$ cat config.mk
export PLATFORM = sky130hd
export DESIGN_NAME = alcu_ctrl
export DESIGN_NICKNAME = d
export VERILOG_FILES = /design/src/hdl/alcu_pkg.sv /design/src/hdl/alcu_ctrl.sv
export SDC_FILE = /design/constraint.sdc
export NUM_CORES = 1
export LEC_CHECK = 0
export BUFFER_PORTS_ARGS = -buffer_cell sky130_fd_sc_hd__buf_4
export CORE_MARGIN = 3
export CORE_UTILIZATION = 60
export CTS_CLUSTER_SIZE = 12
export DETAILED_ROUTE_END_ITERATION = 7
export PLACE_DENSITY = 0.89
export SYNTH_ARGS = -nofsm -noshare
export SYNTH_HDL_FRONTEND = slang
export SYNTH_SLANG_ARGS = --single-unit
$ cat constraint.sdc
create_clock -name clk -period 5.3 [get_ports clk]
set_clock_uncertainty 0.1 [all_clocks]
set_input_delay 0.53 -clock clk [delete_from_list [all_inputs] [get_ports clk]]
set_output_delay 0.53 -clock clk [all_outputs]
set_load 0.1 [all_outputs]
$ cat src/hdl/alcu_pkg.sv
// Shared types, constants and the aging rule for the aging Life cell block.
package alcu_pkg;

    // Fixed field widths
    localparam int AGE_W = 4;
    localparam int COL_W = 6;
    localparam int ROW_W = 6;
    localparam int CFG_W = 7;
    localparam int CNT_W = 4;

    // Default grid bounds
    localparam int DEF_MAX_COLS = 64;
    localparam int DEF_MAX_ROWS = 64;

    // Size registers
    localparam int                MIN_SIZE   = 3;
    localparam logic [CFG_W-1:0]  SIZE_RESET = 7'd64;
    localparam logic              REG_WIDTH  = 1'b0;
    localparam logic              REG_HEIGHT = 1'b1;

    // Operation codes
    localparam logic OP_WRITE = 1'b0;
    localparam logic OP_EVAL  = 1'b1;

    // Aging rule constants
    localparam logic [AGE_W-1:0] AGE_DEAD   = 4'd0;
    localparam logic [AGE_W-1:0] AGE_MAX    = 4'd9;
    localparam logic [AGE_W-1:0] AGE_BORN   = 4'd1;
    localparam logic [CNT_W-1:0] SURVIVE_LO = 4'd2;
    localparam logic [CNT_W-1:0] BIRTH_CNT  = 4'd3;

    // Read sequence: the cell itself, then its eight neighbors
    localparam logic [CNT_W-1:0] SELF_READ = 4'd0;
    localparam logic [CNT_W-1:0] LAST_READ = 4'd8;
    localparam logic [CNT_W-1:0] NUM_READS = 4'd9;

    typedef enum logic [2:0] {
        ST_CLEAR,
        ST_IDLE,
        ST_WRITE,
        ST_READ,
        ST_FINISH
    } alcu_state_t;

    typedef struct packed {
        logic [AGE_W-1:0] next_age;
        logic [CNT_W-1:0] live_neighbors;
        logic             bad_coordinate;
    } alcu_result_t;

    // Next generation age from current age and live neighbor count
    function automatic logic [AGE_W-1:0] next_age_f(input logic [AGE_W-1:0] self,
                                                     input logic [CNT_W-1:0] cnt);
        logic [AGE_W-1:0] res;
        res = AGE_DEAD;
        if (self != AGE_DEAD) begin
            if (cnt == SURVIVE_LO || cnt == BIRTH_CNT) begin
                res = (self >= AGE_MAX) ? AGE_MAX : self + AGE_BORN;
            end
        end else if (cnt == BIRTH_CNT) begin
            res = AGE_BORN;
        end
        return res;
    endfunction

endpackage

$ cat src/hdl/alcu_ctrl.sv
// Sequencer: grid clear, cell writes, nine-read neighbor evaluation, result register.
module alcu_ctrl
    import alcu_pkg::*;
#(
    parameter  int MAX_COLS = DEF_MAX_COLS,
    parameter  int MAX_ROWS = DEF_MAX_ROWS,
    localparam int CSW      = ($clog2(MAX_COLS + 1) > CFG_W) ? $clog2(MAX_COLS + 1) : CFG_W,
    localparam int RSW      = ($clog2(MAX_ROWS + 1) > CFG_W) ? $clog2(MAX_ROWS + 1) : CFG_W,
    localparam int DEPTH    = MAX_COLS * MAX_ROWS,
    localparam int AW       = $clog2(DEPTH)
) (
    input  logic             clk,
    input  logic             rst_n,
    input  logic [CSW-1:0]   w_eff,
    input  logic [RSW-1:0]   h_eff,
    input  logic             in_valid,
    output logic             in_ready,
    input  logic             op,
    input  logic [COL_W-1:0] col,
    input  logic [ROW_W-1:0] row,
    input  logic [AGE_W-1:0] cell_age,
    output logic             out_valid,
    input  logic             out_ready,
    output alcu_result_t     result,
    output logic             mem_en,
    output logic             mem_we,
    output logic [AW-1:0]    mem_addr,
    output logic [AGE_W-1:0] mem_wdata,
    input  logic [AGE_W-1:0] mem_rdata
);

    alcu_state_t      state_reg, state_next;
    logic [AW-1:0]    clr_addr_reg, clr_addr_next;
    logic [COL_W-1:0] col_reg, col_next;
    logic [ROW_W-1:0] row_reg, row_next;
    logic [AGE_W-1:0] age_reg, age_next;
    logic             bad_reg, bad_next;
    logic [CNT_W-1:0] rd_cnt_reg, rd_cnt_next;
    logic             rd_pend_reg, rd_pend_next;
    logic [CNT_W-1:0] rd_tag_reg, rd_tag_next;
    logic [AGE_W-1:0] self_reg, self_next;
    logic [CNT_W-1:0] count_reg, count_next;
    logic             out_valid_reg, out_valid_next;
    alcu_result_t     res_reg, res_next;

    logic [CSW-1:0]   cc, cl, cr, sel_c;
    logic [RSW-1:0]   rc, ru, rd, sel_r;
    logic             in_bad;
    logic             accept;

    // Wrapped neighbor coordinates
    always_comb
    begin
        cc = CSW'(col_reg);
        rc = RSW'(row_reg);
        cl = (col_reg == '0) ? w_eff - CSW'(1) : cc - CSW'(1);
        cr = (cc + CSW'(1) == w_eff) ? '0 : cc + CSW'(1);
        ru = (row_reg == '0) ? h_eff - RSW'(1) : rc - RSW'(1);
        rd = (rc + RSW'(1) == h_eff) ? '0 : rc + RSW'(1);
    end

    // Coordinate for the current read slot
    always_comb
    begin
        case (rd_cnt_reg)
            4'd0:    begin sel_c = cc; sel_r = rc; end
            4'd1:    begin sel_c = cl; sel_r = ru; end
            4'd2:    begin sel_c = cc; sel_r = ru; end
            4'd3:    begin sel_c = cr; sel_r = ru; end
            4'd4:    begin sel_c = cl; sel_r = rc; end
            4'd5:    begin sel_c = cr; sel_r = rc; end
            4'd6:    begin sel_c = cl; sel_r = rd; end
            4'd7:    begin sel_c = cc; sel_r = rd; end
            4'd8:    begin sel_c = cr; sel_r = rd; end
            default: begin sel_c = cc; sel_r = rc; end
        endcase
    end

    assign in_bad   = (CSW'(col) >= w_eff) || (RSW'(row) >= h_eff);
    assign in_ready = (state_reg == ST_IDLE);
    assign accept   = in_valid && in_ready;

    // State register
    always_ff @(posedge clk or negedge rst_n)
    begin
        if (!rst_n)
        begin
            state_reg     <= ST_CLEAR;
            clr_addr_reg  <= '0;
            rd_cnt_reg    <= '0;
            rd_pend_reg   <= 1'b0;
            out_valid_reg <= 1'b0;
        end
        else
        begin
            state_reg     <= state_next;
            clr_addr_reg  <= clr_addr_next;
            rd_cnt_reg    <= rd_cnt_next;
            rd_pend_reg   <= rd_pend_next;
            out_valid_reg <= out_valid_next;
        end
    end

    // Payload registers
    always_ff @(posedge clk)
    begin
        col_reg    <= col_next;
        row_reg    <= row_next;
        age_reg    <= age_next;
        bad_reg    <= bad_next;
        rd_tag_reg <= rd_tag_next;
        self_reg   <= self_next;
        count_reg  <= count_next;
        res_reg    <= res_next;
    end

    // Next state and memory control
    always_comb
    begin
        state_next     = state_reg;
        clr_addr_next  = clr_addr_reg;
        col_next       = col_reg;
        row_next       = row_reg;
        age_next       = age_reg;
        bad_next       = bad_reg;
        rd_cnt_next    = rd_cnt_reg;
        rd_pend_next   = 1'b0;
        rd_tag_next    = rd_tag_reg;
        self_next      = self_reg;
        count_next     = count_reg;
        res_next       = res_reg;
        out_valid_next = out_valid_reg && !out_ready;
        mem_en         = 1'b0;
        mem_we         = 1'b0;
        mem_addr       = AW'(sel_r * MAX_COLS + sel_c);
        mem_wdata      = age_reg;

        // Returning read data
        if (rd_pend_reg)
        begin
            if (rd_tag_reg == SELF_READ)
            begin
                self_next = mem_rdata;
            end
            else if (mem_rdata != AGE_DEAD)
            begin
                count_next = count_reg + CNT_W'(1);
            end
        end

        case (state_reg)
            ST_CLEAR:
            begin
                mem_en    = 1'b1;
                mem_we    = 1'b1;
                mem_addr  = clr_addr_reg;
                mem_wdata = AGE_DEAD;
                clr_addr_next = clr_addr_reg + AW'(1);
                if (clr_addr_reg == AW'(DEPTH - 1))
                begin
                    state_next = ST_IDLE;
                end
            end
            ST_IDLE:
            begin
                if (accept)
                begin
                    col_next    = col;
                    row_next    = row;
                    age_next    = (cell_age > AGE_MAX) ? AGE_MAX : cell_age;
                    bad_next    = in_bad;
                    rd_cnt_next = '0;
                    count_next  = '0;
                    if (op == OP_WRITE)
                    begin
                        state_next = ST_WRITE;
                    end
                    else if (in_bad)
                    begin
                        state_next = ST_FINISH;
                    end
                    else
                    begin
                        state_next = ST_READ;
                    end
                end
            end
            ST_WRITE:
            begin
                mem_addr   = AW'(RSW'(row_reg) * MAX_COLS + CSW'(col_reg));
                mem_en     = !bad_reg;
                mem_we     = !bad_reg;
                state_next = ST_IDLE;
            end
            ST_READ:
            begin
                if (rd_cnt_reg != NUM_READS)
                begin
                    mem_en       = 1'b1;
                    rd_pend_next = 1'b1;
                    rd_tag_next  = rd_cnt_reg;
                    rd_cnt_next  = rd_cnt_reg + CNT_W'(1);
                end
                if (rd_pend_reg && rd_tag_reg == LAST_READ)
                begin
                    state_next = ST_FINISH;
                end
            end
            ST_FINISH:
            begin
                if (!out_valid_reg || out_ready)
                begin
                    res_next.bad_coordinate = bad_reg;
                    res_next.live_neighbors = bad_reg ? '0 : count_reg;
                    res_next.next_age       = bad_reg ? AGE_DEAD
                                                      : next_age_f(self_reg, count_reg);
                    out_valid_next = 1'b1;
                    state_next     = ST_IDLE;
                end
            end
            default:
            begin
                state_next = ST_IDLE;
            end
        endcase
    end

    assign out_valid = out_valid_reg;
    assign result    = res_reg;

endmodule

After elaboration in Yosys (flattened, before gate mapping)
Index checks and enable logic that the tools add are counted.
W data, S select, Z words.

word-level totals
  register bits = 59
  input port bits = 39
  logic and storage cells = 114

operators by class
  $add $sub $neg = 12
  $lt $le $gt $ge = 4
  eq/ne operators = 24
  mux-type cells = 33
  reductions and logical operators = 26

operators by type and width
  kind                     number
  $mux W4                  11
  $pmux W12 S2             1
  $mux W3                  6
  $eq A4 B2 Y1 const B     4
  $eq A4 B3 Y1 const B     4
  $add A6 B1 Y7 const B    2
  $eq A7 B7 Y1             2
  $ge A6 B7 Y1             2
  $mux W7                  2
  $pmux W7 S2              1
  $add A12 B1 Y12 const B  1
  $add A12 B6 Y12          1
  $add A12 B7 Y12          1
  $add A4 B1 Y4 const B    3
  $eq A12 B12 Y1 const B   1
  $logic_not A6 Y1         2
  $mux W6                  2
  $pmux W3 S4              1
  $pmux W6 S2              1
  $reduce_or A3 Y1         4
  $sub A6 B1 Y6 const B    2
  $eq A4 B4 Y1 const B     2
  $ne A2 B2 Y1 const B     4
  $pmux W4 S2              1
  23 further kinds         38

Logic depth before layout (Yosys ltp)
  depth after elaboration = 6
  gate-level depth with buffers = 18

Worst setup path before layout
Ideal clock, no wire load.

  path kind = reg-to-output
  start point = reg col_reg[0]
  end point = out mem_addr[9]
  arrival = 5.201 ns
  required time = 4.670 ns
  path slack = -0.531 ns
  cell stages (with the launch flop) = 19
  buffers on the path = 2
  cells stage by stage = edfxtp_1 clkbuf_1 inv_1 ha_1 and3_1 clkbuf_1 mux2i_1 ha_1 nand2b_1 nor2_1 nand2_1 nor3_1 nand3_1 a32oi_1 o22ai_1 ha_1 and2_1 and3_1 o31ai_1

on the way
  cells in the longest elaborated chain, start to end = 6
  elaborated cells between the ends (all ways) = 10
  classes of those cells = add/sub (4); eq/ne (1); mux (4); reduce/logical (1)

RTL lines
  what                    RTL line          text
  start, declared         alcu_ctrl.sv:34   logic [COL_W-1:0] col_reg, col_next;
  start signal, assigned  alcu_ctrl.sv:107  col_reg <= col_next;
  $add A6 B1 Y7           alcu_ctrl.sv:57   cr = (cc + CSW'(1) == w_eff) ? '0 : cc + CSW'(1);
  $eq A7 B7 Y1            alcu_ctrl.sv:57
  $mux W7                 alcu_ctrl.sv:57
  $pmux W7 S2             alcu_ctrl.sv:65   case (rd_cnt_reg)
  $add A12 B7 Y12         alcu_ctrl.sv:135  mem_addr = AW'(sel_r * MAX_COLS + sel_c);
  $pmux W12 S2 *          alcu_ctrl.sv:151  case (state_reg)
  end, declared           alcu_ctrl.sv:27   output logic [AW-1:0] mem_addr,

Every way passes the cells marked *; elsewhere a longest branch is shown, timed or not.

Final worst setup path
  start point = reg col_reg[0]
  end point = out mem_addr[10]

Same word-level chain as after synthesis.

==> metrics.md <==
| Metric | Value |
|---|---|
| Outcome | finished clean |
| Syn_area_per_cell | 9.31 sq um |
| Diode count | 0 |
| Largest net degree at the start of global routing | 31 |
| Most instantiated cells after synthesis | 42 x nor2_1, 34 x edfxtp_1, 31 x inv_1, 31 x nand2_1, 30 x ha_1 |
| Unrepaired setup endpoints after global routing | false |
| CP Depth | 17 |
| Die Ht | 91.5 um |
| Max Buffers Root-to-Sink | 2 |
| FF-to-FF path depth | 5 |
| Share of cells above drive strength 1 | 19.7% |
| Top-area cell type share of the netlist area | 23.3% |
| Setup crit end kind | output pin |
| Pwr/cell area | 199 mW/mm^2 |
| Die Width | 91.5 um |
| Clk pin slew, worst setup/hold paths | 0.08 ns |
| Detail Placement HPWL | 8.04 mm |
| Via Count | approximately 3.8k |
| VDD IR max | 0.000156 V |
| Fin Setup TNS | 0 ns |
| Filler cells | slightly above 500 |
| Met2 WL | 5.08 mm |
| Crit-path cells | inv_1, ha_1, and3_1, mux2i_1, ha_1, nand2b_1, nor2_1, nand2_1, nor3_1, nand3_1, a32oi_1, o22ai_1, ha_1, ha_1, and4_1, o31ai_2, buf_4 |
| Metal-1 WL | 4.27 mm |
| Vias/cell | 6.08 |
| Routability cong. | ~0.94 |
| Top-count cell post-synth | nor2_1 |
| Final hold slack | 0.251 ns |
| Final hold violation count | 0 |
| Yosys cell types | about 70 |
| 1st-pass router iterations | 5 |
| Worst path slowest cell | edfxtp_1 |
| DR WL/cell | between 15 and 20 um |
| Cell area after layout | 0.00515 sq mm |
| CTS tree | yes |
| Root buffer cell | clkbuf_8 |
| Crit Reg-Reg Endpoint | state_reg[1]$_DFFE_PN0P_ |
| Area grow syn2layout | 17.4% |
| Post-synth net total | 540 |
| Routed wl met3 | 1.02 mm |
| Crit start category | flip-flop |
| Area leader, netlist | edfxtp_1 |
| Vias in the first global route | between 3k and 4k |
| Critical path type | flip-flop to output pin |
| Final Slew Violations | 0 |
| CORE AREA | between 0.006 and 0.007 sq mm |
| Die ar. | around 0.0084 sq mm |
| CP endpoint | mem_addr[10] |
| Worst rel slew slack | roughly a quarter |
| Reg2reg start | state_reg[1]$_DFFE_PN0P_ |
| Ys Warns | 0 |
| Final wirelength | 10.6 mm |
| Max incr delay on CP | 0.52 ns |
| Predominant post-synthesis flop cell | edfxtp_1 |
| Type of the worst min-delay path | primary input to flip-flop |
| Min cycle time layout | 4.90 ns |
| Critical Path RT | between 4 and 5 ns |
| Worst-Margin Slew | 1.13 ns |
| Number of cell rows | 30 |
| TritonCTS buffer count | 9 |
| GRT Residual Overflow | 0 |
| Placed inst area | 0.00491 sq mm |
| Crit path launch | col_reg[0]$_DFFE_PP_ |
| Final Setup Violations | 0 |
| Worst Path Arrival | 4.27 ns |
| Max-cap check violation count | 0 |
| Most used cell, CP | ha_1 |
| Post-synth EDFFs | 34 |
| Crit Path Max Fanout | 11 |
| Synthesized area | between 0.004 and 0.005 sq mm |
| Syn Inst Count | 471 |
| DRC viols | 0 |
| Initial DRC count | between 200 and 300 |
| Tcrit/Tclk final | 92.5% |
| Largest register FFs | 12 |
| Max Clock Freq | 204 MHz |
| FF+latch count, synth | 59 |
| Sequential area share after synthesis | 37.1% |
| Pleak | approximately 2.2 nW |
| First-pass GRT wire length | 17.6 mm |
| Post-CTS setup buffer count | 0 |
| Leading post-synthesis cells by cell area | edfxtp_1 23%, dfrtp_1 12%, ha_1 8.6% |
| Asr flop ratio synth | 35.6% |
| Worst skew pair latency | about 0.36 ns |
| Initial Util | 63.2% |
| # IOs | a little under 70 |
| Worst Path Buf+Inv | 2 |
| Post-DRT Antenna Nets | 0 |
| Uppermost layer routed | met4 |
| Gr usage total | 26.4% |
| Nets@finish | slightly below 600 |
| Flop-to-flop setup slack | 2.52 ns |
| Antenna violations before repair | 0 |
| Top delay family on crit path | simple AND/OR/NAND/NOR gates |
| H-tree depth | 3 |
| PortBufs | 67 |
| CTS Sinks | 59 |
==> worst min-delay path by stage <==
stage,slack (ns),start,endpoint,cells past startpoint
global route,0.24,mem_rdata[3],self_reg[3]$_DFFE_PP_,1
floorplan,0.13,rst_n,clr_addr_reg[0]$_DFFE_PN0P_,0
detailed placement,0.33,rst_n,rd_pend_reg$_DFF_PN0_,1
finish,0.25,mem_rdata[1],self_reg[1]$_DFFE_PP_,1
CTS,0.25,mem_rdata[1],self_reg[1]$_DFFE_PP_,1
global placement,0.33,rst_n,rd_pend_reg$_DFF_PN0_,1
==> kinds of logic after synthesis <==
| logic type | synth area share (%) |
|---|---|
| XOR/XNOR | 8.56 |
| AND/OR/NAND/NOR | 18.7 |
| multiplexers | 3.54 |
| AO/OA/AOI/OAI | 18.6 |
| buffers and inverters | 5.02 |
| flip-flops | 37.1 |
| adder cells (fa/ha/maj) | 8.56 |
==> cell type report <==
cell class                 instances  area, sq um  share of cell area (%)
tap                               96          120                    2.33
multi-input combinational        357         2540                    49.4
clock buffer                       9          124                    2.41
inverter                          32          120                    2.33
timing repair buffer              68          513                    9.97
clock inverter                     7          100                    1.94
sequential                        59         1630                    31.6
==> worst reg2reg max path, cell delays in order, from the launching register on <==
cell and delay, ns:
dfrtp_1 1.09, nor2_1 0.15, nand2_1 0.13, clkinv_1 0.69, a21oi_1 0.37, o21ai_0 0.11
==> where the power goes <==
part,switching (W),internal [W]
Sequential,0.0000000000000000000194,0.000484
Clock,0.000204,0.000268
Combinational,0.0000313,0.0000350
==> metal layers <==
metal	vias to the layer above	GRT usage [%]
met5	-	0
met1	1774	33.8
met3	24	7.13
met2	201	42.3
met4	0	10.8
li1	1821	-
==> metrics by stage <==
| step | std cells | util [%] | total power (W) | setup WS [ns] |
|---|---|---|---|---|
| floorplan | 471 | - | 0.000520 | 0.208 |
| global placement | 611 | 70.8 | 0.000557 | 1.04 |
| detailed placement | 611 | 70.8 | 0.000560 | 0.843 |
| CTS | 628 | 74.1 | 0.00103 | 0.434 |
| global route | 628 | 74.1 | 0.00105 | 0.141 |
| finish | 628 | 74.1 | 0.00102 | 0.398 |
==> layout by cell type, fill, tap and decap left out, types with 11 or more instances in the layout <==
master / instances
buf_4: 67
nor2_1: 42
edfxtp_1: 34
inv_1: 31
nand2_1: 31
ha_1: 30
xnor2_1: 25
o21ai_0: 21
dfrtp_1: 21
a21oi_1: 16
xor2_1: 16
nor2b_1: 16
nand3_1: 14
mux2i_1: 11
==> what timing repair did <==
action | 4_1_cts | 5_1_grt
hold buffers | 1 | 0
endpoints found under the hold margin | 21 | 0
endpoints found under the setup margin | 0 | 0
gates resized for setup | 0 | 0
No activity file was read; power rests on OpenSTA's default activity.
